`config.mk`:
```
export PLATFORM = sky130hd
export DESIGN_NAME = skf_ctrl
export DESIGN_NICKNAME = d
export VERILOG_FILES = /design/src/rtl/skf_pkg.sv /design/src/rtl/skf_ctrl.sv
export SDC_FILE = /design/constraint.sdc
export NUM_CORES = 1
export LEC_CHECK = 0
export BUFFER_PORTS_ARGS = -buffer_cell sky130_fd_sc_hd__buf_2
export CAP_MARGIN = 30
export CORE_AREA = 2 2 40 42
export DETAILED_ROUTE_END_ITERATION = 10
export DIE_AREA = 0 0 42 44
export GPL_TIMING_DRIVEN = 1
export HOLD_SLACK_MARGIN = 0.12
export MAX_ROUTING_LAYER = met4
export PLACE_DENSITY = 0.63
export SYNTH_ARGS = -nofsm -noshare
export SYNTH_HDL_FRONTEND = slang
export SYNTH_SLANG_ARGS = --single-unit
```
`constraint.sdc`:
```
create_clock -name clk -period 1.8 [get_ports clk]
set_input_delay 0.54 -clock clk [delete_from_list [all_inputs] [get_ports clk]]
set_output_delay 0.54 -clock clk [all_outputs]
set_load 0.01 [all_outputs]
```
`src/rtl/skf_pkg.sv`:
```
// ----------------------------------------------------------------------------
// skf_pkg
// Shared widths, codes and controller/datapath interface types for the
// four-channel scalar Kalman filter.
// ----------------------------------------------------------------------------
`default_nettype none

package skf_pkg;

    // channel count and fixed-point formats
    localparam int CHANNELS      = 4;
    localparam int EST_FRAC_BITS = 16;
    localparam int VAR_FRAC_BITS = 28;

    localparam int CH_W    = (CHANNELS > 1) ? $clog2(CHANNELS) : 1;
    localparam int MEAS_W  = 32;
    localparam int EST_W   = MEAS_W + EST_FRAC_BITS;
    localparam int DIFF_W  = EST_W + 1;
    localparam int VAR_W   = 32;
    localparam int DEN_W   = VAR_W + 1;
    localparam int K_W     = VAR_FRAC_BITS + 1;
    localparam int NUM_W   = VAR_W + VAR_FRAC_BITS + 1;
    localparam int LO_W    = 32;
    localparam int HI_W    = EST_W - LO_W;
    localparam int PLO_W   = K_W + LO_W;
    localparam int PHI_W   = K_W + HI_W;
    localparam int PVAR_W  = K_W + VAR_W;
    localparam int CORR_W  = PHI_W + LO_W + 1;
    localparam int CNT_W   = $clog2(K_W);

    // stream and configuration port widths
    localparam int COURSE_W = 16;
    localparam int STAMP_W  = 32;
    localparam int MODE_W   = 2;
    localparam int DATA_W   = 4 * MEAS_W + COURSE_W + STAMP_W;
    localparam int NUM_REGS = 8;
    localparam int CFG_AW   = 3;
    localparam int CFG_W    = 32;

    localparam logic [K_W-1:0] K_ONE = K_W'(1) << VAR_FRAC_BITS;
    localparam logic [VAR_W-1:0] VAR_ONE = VAR_W'(1) << VAR_FRAC_BITS;

    localparam logic [CFG_W-1:0] CFG_RESET [NUM_REGS] = '{
        32'd2684, 32'd26844, 32'd2684, 32'd26844,
        32'd26843546, 32'd268435456, 32'd134217728, 32'd536870912
    };

    // request kinds
    typedef enum logic [MODE_W-1:0] {
        MODE_UPDATE = 2'd0,
        MODE_SET    = 2'd1,
        MODE_CLEAR  = 2'd2,
        MODE_NONE   = 2'd3
    } mode_t;

    typedef enum logic [3:0] {
        ST_IDLE,
        ST_DECODE,
        ST_LOAD,
        ST_DSTART,
        ST_DWAIT,
        ST_KSEL,
        ST_MLO,
        ST_MHI,
        ST_COMMIT,
        ST_OUT
    } state_t;

    // controller to datapath
    typedef struct packed {
        logic            in_load;
        logic            clr_all;
        logic            set_all;
        logic            ch_load;
        logic            div_start;
        logic            k_sel;
        logic            mul_lo;
        logic            mul_hi;
        logic            commit;
        logic            out_load;
        logic [CH_W-1:0] ch;
    } cmd_t;

    // datapath to controller
    typedef struct packed {
        mode_t mode;
        logic  primed;
        logic  den_zero;
        logic  div_done;
        logic  div_busy;
        logic  out_free;
    } stat_t;

endpackage

`default_nettype wire

```
`src/rtl/skf_ctrl.sv`:
```
// ----------------------------------------------------------------------------
// skf_ctrl
// Sequencer: decodes a request and, for an update, walks the channels through gain,
// products and state write-back.
// ----------------------------------------------------------------------------
`default_nettype none

module skf_ctrl (
    input  wire logic              clk,
    input  wire logic              rst_n,
    input  wire logic              s_tvalid,
    output logic                   s_tready,
    input  wire skf_pkg::stat_t    stat,
    output skf_pkg::cmd_t          cmd
);

    skf_pkg::state_t             state_reg, state_next;
    logic [skf_pkg::CH_W-1:0]    ch_reg, ch_next;

    always_ff @(posedge clk or negedge rst_n)
    begin
        if (!rst_n)
        begin
            state_reg <= skf_pkg::ST_IDLE;
            ch_reg    <= '0;
        end
        else
        begin
            state_reg <= state_next;
            ch_reg    <= ch_next;
        end
    end

    // next state and commands
    always_comb
    begin
        state_next = state_reg;
        ch_next    = ch_reg;
        cmd        = '0;
        cmd.ch     = ch_reg;
        s_tready   = 1'b0;
        unique case (state_reg)
            skf_pkg::ST_IDLE:
            begin
                s_tready    = 1'b1;
                cmd.in_load = s_tvalid;
                if (s_tvalid)
                begin
                    state_next = skf_pkg::ST_DECODE;
                end
            end
            skf_pkg::ST_DECODE:
            begin
                ch_next = '0;
                unique case (stat.mode)
                    skf_pkg::MODE_UPDATE: state_next = skf_pkg::ST_LOAD;
                    skf_pkg::MODE_SET:
                    begin
                        cmd.set_all = 1'b1;
                        state_next  = skf_pkg::ST_IDLE;
                    end
                    skf_pkg::MODE_CLEAR:
                    begin
                        cmd.clr_all = 1'b1;
                        state_next  = skf_pkg::ST_IDLE;
                    end
                    default: state_next = skf_pkg::ST_IDLE;
                endcase
            end
            skf_pkg::ST_LOAD:
            begin
                cmd.ch_load = 1'b1;
                state_next  = stat.primed ? skf_pkg::ST_DSTART : skf_pkg::ST_COMMIT;
            end
            skf_pkg::ST_DSTART:
            begin
                cmd.div_start = !stat.den_zero;
                state_next    = stat.den_zero ? skf_pkg::ST_KSEL : skf_pkg::ST_DWAIT;
            end
            skf_pkg::ST_DWAIT:
            begin
                if (stat.div_done)
                begin
                    state_next = skf_pkg::ST_KSEL;
                end
            end
            skf_pkg::ST_KSEL:
            begin
                cmd.k_sel  = 1'b1;
                state_next = skf_pkg::ST_MLO;
            end
            skf_pkg::ST_MLO:
            begin
                cmd.mul_lo = 1'b1;
                state_next = skf_pkg::ST_MHI;
            end
            skf_pkg::ST_MHI:
            begin
                cmd.mul_hi = 1'b1;
                state_next = skf_pkg::ST_COMMIT;
            end
            skf_pkg::ST_COMMIT:
            begin
                cmd.commit = 1'b1;
                if (ch_reg == skf_pkg::CH_W'(skf_pkg::CHANNELS - 1))
                begin
                    state_next = skf_pkg::ST_OUT;
                end
                else
                begin
                    ch_next    = ch_reg + 1'b1;
                    state_next = skf_pkg::ST_LOAD;
                end
            end
            skf_pkg::ST_OUT:
            begin
                if (stat.out_free)
                begin
                    cmd.out_load = 1'b1;
                    state_next   = skf_pkg::ST_IDLE;
                end
            end
            default: state_next = skf_pkg::ST_IDLE;
        endcase
    end

endmodule

`default_nettype wire

```
; ---- After elaboration in Yosys (flattened, before gate mapping)
; Index checks and enable logic that the tools add are counted.
[totals]
inputBits = 10
word_cells = 48
ff_bits = 6
output_inout_bits = 13
[classes]
n_reduce_logical = 6
mux = 23
eq_ne = 16
add_sub_neg = 1
[ops]
columns = cell, count
row1 = case mux 4 bit (10 select lines), 1
row2 = two-way mux 4 bit, 5
row3 = "== test 4 x 3 -> 1 bit, second input constant", 4
row4 = two-way mux 1 bit, 13
row5 = "== test 4 x 2 -> 1 bit, second input constant", 2
row6 = "== test 4 bit, second input constant", 2
row7 = "inequality test 2 bit, second input constant", 4
row8 = two-way mux 2 bit, 3
row9 = "== test 2 bit, second input constant", 2
row10 = "== test 4 x 1 -> 1 bit, second input constant", 1
row11 = zero test 4 bit, 1
row12 = case mux 2 bit (2 select lines), 1
row13 = AND reduction 3 bit, 1
row14 = "adder 2 x 1 -> 2 bit, second input constant", 1
row15 = "== test 2 x 1 -> 1 bit, second input constant", 1
row16 = zero test 2 bit, 1
row17 = AND reduction 2 bit, 1
row18 = nonzero test 2 bit, 1
row19 = zero test 1 bit, 1

; ---- Logic depth before layout (Yosys ltp)
; Gate-level depths: netlist of the first run.
[depth]
word_depth = 3
ltp_mapped = 5
mapped_depth_nobuf = 5

; ---- Worst setup path before layout of the first run
; Ideal clock, no wire load.
[synth_timing]
path_kind = reg2out
start = reg state_reg[2]
end = out cmd[9] (netlist name)
path_buffers = 1
path_stages_with_launch = 4
arrival_ns = 1.161
setup_slack_ns = 0.099
required_time_ns = 1.260
cell_sequence = dfrtp_1 > buf_6 > or3_4 > nor3b_2
[synth_rtl]
columns = element, line_no
row1 = "start, declared", skf_ctrl.sv:17  ; skf_pkg::state_t state_reg, state_next;
row2 = "start signal, assigned", skf_ctrl.sv:24  ; state_reg <= skf_pkg::ST_IDLE;
row3 = "start signal, assigned", skf_ctrl.sv:29  ; state_reg <= state_next;
row4 = "end, declared", skf_ctrl.sv:14  ; output skf_pkg::cmd_t cmd

==> metrics.cfg, run 1 <==
[outcome]
outcome=finished, violations left
violations=setup timing

[pwr]
p_leak_nw=0.433
p_total_mw=1.44
vdd_drop_max_uv=833
p_per_area_nw_per_um2=1580

[sta]
min_period_ps=1960
finalMaxSlewViolations=0
rsz0062_at_grt=true
setup-tns-final_ps=-595
fin_crit_sh_pct=109
fin_ws_ps=-165
finalClockSkew_ps=5.89
hold_viol=0
setup_viol=5
relSlewSlack_pct=80.2
tightest_slew_ps=295
fmax_ghz=0.509

[layout]
diodes=0
drive_gt1_share_pct=60.4
largest_reg_flops=4
num-nets-final=114
area_growth_pct=76.3

[grt]
grt-ovfl-total=0
grt_pass1_vias=618
grt_pass1_wl_um=2640
grt_use_total_pct=19.6
grt_max_degree=11
antenna_found_initial=0

[place]
numPortBuffers=21
hpwl_um=992
gp_congestion=0.763
place_ws_ps=66.5

[floorplanning]
start_util_pct=36.4
die_x_um=42
std_cell_rows=14
dieArea_um2=1850
die_y_um=44
num_io_pins=23
coreArea_um2=1420

[drt]
drt_first_pass_iters=4
vias=651
wl_per_cell_um=15.9
drtIter0Drc=29
ant_nets=0
vias_per_cell=5.56
route.detailed.drc=0
drt_wl_total_um=1860

[setup_path]
crit_path_top_delay_cell=dfrtp_1
crit_chain=nand2b_4, or3_4, nor3b_2, buf_2
cp-end-kind=output port
critPathTopFamily=simple AND/OR/NAND/NOR gates
arrival_ps=1420
slowest_delay_ps=370
critPathMaxFanout=3
path_class=flip-flop to output port
timing.critical_path.buf_inv=1
worst_ep_required_time_ps=1260
cp-start-kind=flip-flop

[synthesis]
synth.area.mux_share_pct=1.94
synth.avg_cell_area_um2=8.61
netlist_area_um2=517
yosys.area_share.simple_pct=42.9
yosys_warnings=0
ys_seq_area_share_pct=29.1
netlist_instances=60
ys_seq_elements=6
synth_fp_nets=71
async_reset_ff_share_pct=100
synth_flop_cell=dfrtp_1
synth_top_family_by_area=simple AND/OR/NAND/NOR gates
synth_edf_count=0
synth-compound-area-share_pct=13.8
synth_xor_area_share_pct=1.69
synthAdderAreaFrac_pct=2.42
synth_cell_type_count=31

[min_path]
min_path_type=flip-flop to flip-flop

[clocking]
cts.clk_slew.worst_paths_ps=40
htree_levels=1
cts_tree=built
root_buffer=clkbuf_4
numCtsBuffers=3
clkLatencyLatePin_ps=250
clk_path_buf_depth=2
clock_sinks=6

[job]
cap_violations=0

Yosys cell counts (2+ instances only):
library cell / instances / area (um^2)
nor2_1: 8 / 30.0
dfrtp_1: 6 / 150
o32a_1: 2 / 20.0
nand2b_1: 5 / 31.3
buf_6: 2 / 22.5
o21ai_0: 2 / 10.0
nor3_1: 4 / 20.0
nor3b_2: 2 / 25.0
nand2_1: 6 / 22.5
inv_1: 2 / 7.51
per-layer routing:
metal  vias up  share of wire (%)  GRT usage (%)
met3         5                7.2           5.83
met2        37                 53           33.8
met5         -                  0              -
met1       312                 37           21.5
met4         0                2.5           7.10
li1        297                  -              -
power breakdown:
| part | internal (mW) | switching, mW |
|---|---|---|
| Sequential | 0.187 | 0.0443 |
| Clock | 0.0754 | 0.0483 |
| Combinational | 0.541 | 0.546 |
layout make-up:
class                           count  area [um^2]
Sequential cell                     6          150
Fill cell                         111          508
Inverter                            2         7.51
Tap cell                           16         20.0
Multi-Input combinational cell     48          417
Clock buffer                        3         22.5
Timing Repair Buffer               42          294
placed cells by master, fill, tap and decap left out, types with 2 or more instances in the layout:
cell type  count
buf_2         20
buf_4         14
buf_6          7
nor2_1         6
dfrtp_1        6
nand2_1        5
nand2b_4       4
clkbuf_4       3
nor3_4         2
nor4_4         2
nor3b_2        2
inv_1          2
nor3_2         2
nand2b_1       2
o21ai_0        2
o32a_1         2
logic make-up after synthesis:
kind of cell	Yosys count
AO/OA/AOI/OAI	10
XOR/XNOR	1
adder cells (fa/ha/maj)	1
buffers and inverters	6
flip-flops	6
multiplexers	1
AND/OR/NAND/NOR	35
final timing paths:
| check | from | endpoint | slack [ps] | cells past startpoint |
|---|---|---|---|---|
| min reg2reg | ch_reg[0] | ch_reg[0] | 520 | 1 |
| min in group asynchronous | rst_n | state_reg[2] | 640 | 2 |
| min | ch_reg[0] | ch_reg[0] | 520 | 1 |
| max reg2reg | state_reg[1] | state_reg[0] | 140 | 8 |
| max in group asynchronous | rst_n | state_reg[1] | 1010 | 2 |
| max | state_reg[1] | cmd[10] | -160 | 4 |
timing repair:
item	in CTS	in global routing
buffers inserted	9	6
hold endpoints to repair	6	0
gates cloned	0	0
pin swaps	3	6
hold buffers	1	0
endpoints found under the setup margin	9	11
resized for setup	12	14
metrics by stage:
| stage | cell area [um^2] | std cells | hold WS [ps] | utilization [%] |
|---|---|---|---|---|
| 6_report | 911 | 117 | 520 | 64.2 |
| 5_1_grt | 911 | 117 | 548 | 64.2 |
| 4_1_cts | 810 | 112 | 526 | 57.1 |
| 3_5_place_dp | 652 | 99 | 367 | 45.9 |
| 3_3_place_gp | 652 | 99 | 366 | 45.9 |
| 2_1_floorplan | 517 | 60 | 244 | - |
(Power assumes the default switching activity.)
==> run 2: changes to the inputs <==
--- a/config.mk
+++ b/config.mk
@@ -7,13 +7,13 @@
 export LEC_CHECK = 0
 export BUFFER_PORTS_ARGS = -buffer_cell sky130_fd_sc_hd__buf_2
 export CAP_MARGIN = 30
-export CORE_AREA = 2 2 40 42
+export CORE_AREA = 2 2 39 41
 export DETAILED_ROUTE_END_ITERATION = 10
-export DIE_AREA = 0 0 42 44
+export DIE_AREA = 0 0 41 43
 export GPL_TIMING_DRIVEN = 1
 export HOLD_SLACK_MARGIN = 0.12
 export MAX_ROUTING_LAYER = met4
-export PLACE_DENSITY = 0.63
+export PLACE_DENSITY = 0.66
 export SYNTH_ARGS = -nofsm -noshare
 export SYNTH_HDL_FRONTEND = slang
 export SYNTH_SLANG_ARGS = --single-unit
==> metrics.cfg, run 2 (synthesis gave the netlist of run 1 again) <==
[clocking]
root_buffer=clkbuf_4  ; unchanged
cts_tree=built  ; unchanged
htree_levels=1  ; unchanged
clk_path_buf_depth=2  ; unchanged
clock_sinks=6  ; unchanged
numCtsBuffers=3  ; unchanged
cts.clk_slew.worst_paths_ps=50  ; was 40 ps
clkLatencyLatePin_ps=250  ; about the same

[outcome]
outcome=finished, violations left  ; unchanged
violations=setup timing  ; unchanged

[sta]
fin_crit_sh_pct=109  ; about the same
rsz0062_at_grt=true  ; unchanged
setup-tns-final_ps=-664  ; was -595 ps
fin_ws_ps=-169  ; was -165 ps
setup_viol=10  ; was 5
finalClockSkew_ps=6.70  ; was 5.89 ps
tightest_slew_ps=281  ; was 295 ps
relSlewSlack_pct=81.1  ; was 80.2%
finalMaxSlewViolations=0  ; unchanged
hold_viol=0  ; unchanged
fmax_ghz=0.508  ; was 0.509 GHz
min_period_ps=1970  ; was 1960 ps

[place]
place_ws_ps=65.2  ; was 66.5 ps
hpwl_um=909  ; was 992 um
gp_congestion=0.794  ; was 0.763
numPortBuffers=21  ; unchanged

[grt]
antenna_found_initial=0  ; unchanged
grt_pass1_wl_um=2150  ; was 2640 um
grt-ovfl-total=0  ; unchanged
grtUsageMet2_pct=27.2  ; was 33.8%
use_met3_pct=6.28  ; was 5.83%
grt_max_degree=13  ; was 11
grt_use_total_pct=18.9  ; was 19.6%
top_usage_layer=met2  ; unchanged
grt_use_met1_pct=22.4  ; was 21.5%
grt_pass1_vias=497  ; was 618

[drt]
drt_first_pass_iters=4  ; unchanged
drtIter0Drc=9  ; was 29
drt_wl_total_um=1440  ; was 1860 um
ant_nets=0  ; unchanged
wl_per_cell_um=13.1  ; was 15.9 um
vias_per_cell=5.18  ; was 5.56
vias=570  ; was 651
route.detailed.drc=0  ; unchanged

[pwr]
vdd_drop_max_uv=811  ; was 833 uV
clkPwrFrac_pct=9.7  ; was 8.6%
p_leak_nw=0.394  ; was 0.433 nW
p_per_area_nw_per_um2=1520  ; was 1580 nW/um^2
p_seq_share_pct=18.1  ; was 16.1%
combPwrFrac_pct=72.3  ; was 75.4%
switching_share_pct=43.1  ; was 44.3%
p_int_mw=0.736  ; was 0.804 mW
p_switching_mw=0.559  ; was 0.639 mW

[layout]
area_growth_pct=65.1  ; was 76.3%
num-nets-final=107  ; was 114
layout_commonest_cell=buf_2  ; unchanged
drive_gt1_share_pct=54.3  ; was 60.4%
largest_reg_flops=4  ; unchanged
layout_common_cells=buf_2 (20), buf_4 (8), nor2_1 (7)  ; was buf_2 (20), buf_4 (14), buf_6 (7)
diodes=0  ; unchanged

[setup_path]
critPathMaxFanout=4  ; was 3
cp-start-kind=flip-flop  ; unchanged
worst_ep_required_time_ps=1260  ; about the same
path_class=flip-flop to output port  ; unchanged
arrival_ps=1430  ; was 1420 ps
cp-end-kind=output port  ; unchanged

[floorplanning]
coreArea_um2=1380  ; was 1420 um^2
num_io_pins=23  ; unchanged
start_util_pct=37.3  ; was 36.4%
die_x_um=41  ; was 42 um
dieArea_um2=1760  ; was 1850 um^2
die_y_um=43  ; was 44 um
std_cell_rows=14  ; unchanged

[job]
cap_violations=0  ; unchanged

[min_path]
min_path_type=flip-flop to flip-flop  ; unchanged

[run 2: changes by cell type in the layout (fill, tap and decap cells not counted), sizes merged]
| cell | previous run | this run |
|---|---|---|
| buf | 41 | 34 |
[run 2: layer usage]
metal / part of all wire [%] / up-vias / wire [um]
li1: - / 288 / -
met1: 43 / 269 / 620
met2: 54 / 11 / 770
met3: 2.4 / 2 / 35
met4: 0.76 / 0 / 11
met5: 0 / - / 0
[run 2: layout make-up]
type | instances | area, um^2
Clock buffer | 3 | 22.5
Fill cell | 117 | 531
Inverter | 2 | 7.51
Multi-Input combinational cell | 48 | 398
Sequential cell | 6 | 150
Tap cell | 16 | 20.0
Timing Repair Buffer | 35 | 255
[run 2: worst paths after layout]
| check | from | endpoint | slack [ps] | cells after the start |
|---|---|---|---|---|
| worst max-delay path | state_reg[1] | cmd[10] | -170 | 4 |
| worst min-delay path | ch_reg[0] | ch_reg[0] | 510 | 1 |
| worst max register to register | state_reg[3] | state_reg[0] | 290 | 6 |
| worst min register to register | ch_reg[0] | ch_reg[0] | 510 | 1 |
| max in group asynchronous | rst_n | state_reg[3] | 1010 | 2 |
| min in group asynchronous | rst_n | ch_reg[0] | 640 | 2 |
[run 2: power groups by stage]
stage / sequential (mW) / clock, mW / combinational [mW]
detailed placement: 0.223 / 0 / 0.636
CTS: 0.229 / 0.135 / 0.765
global placement: 0.222 / 0 / 0.632
finish: 0.234 / 0.125 / 0.936
floorplan: 0.229 / 0 / 0.456
global route: 0.238 / 0.143 / 1.00
[run 2: critical path, cell delays in order, from the launching register on]
cell and delay, ps:
dfrtp_1 370, nand2b_4 140, or3_4 360, nor3b_2 160, buf_2 150
[run 2: repair_timing]
item                       CTS  global route
hold endpoints to repair     6             0
pin swaps                    2             5
buffers inserted             2             6
hold buffers                 1             0
gates resized for setup     10             7
setup endpoints to repair    7            11
[run 2: metrics by stage]
| stage | power (mW) | instance area [um^2] | hold WS (ps) | utilization [%] | std cells |
|---|---|---|---|---|---|
| CTS | 1.13 | 758 | 514 | 54.8 | 105 |
| finish | 1.29 | 853 | 511 | 61.7 | 110 |
| detailed placement | 0.859 | 652 | 366 | 47.1 | 99 |
| floorplan | 0.685 | 517 | 244 | - | 60 |
| global route | 1.38 | 853 | 541 | 61.7 | 110 |
| global placement | 0.854 | 652 | 367 | 47.1 | 99 |
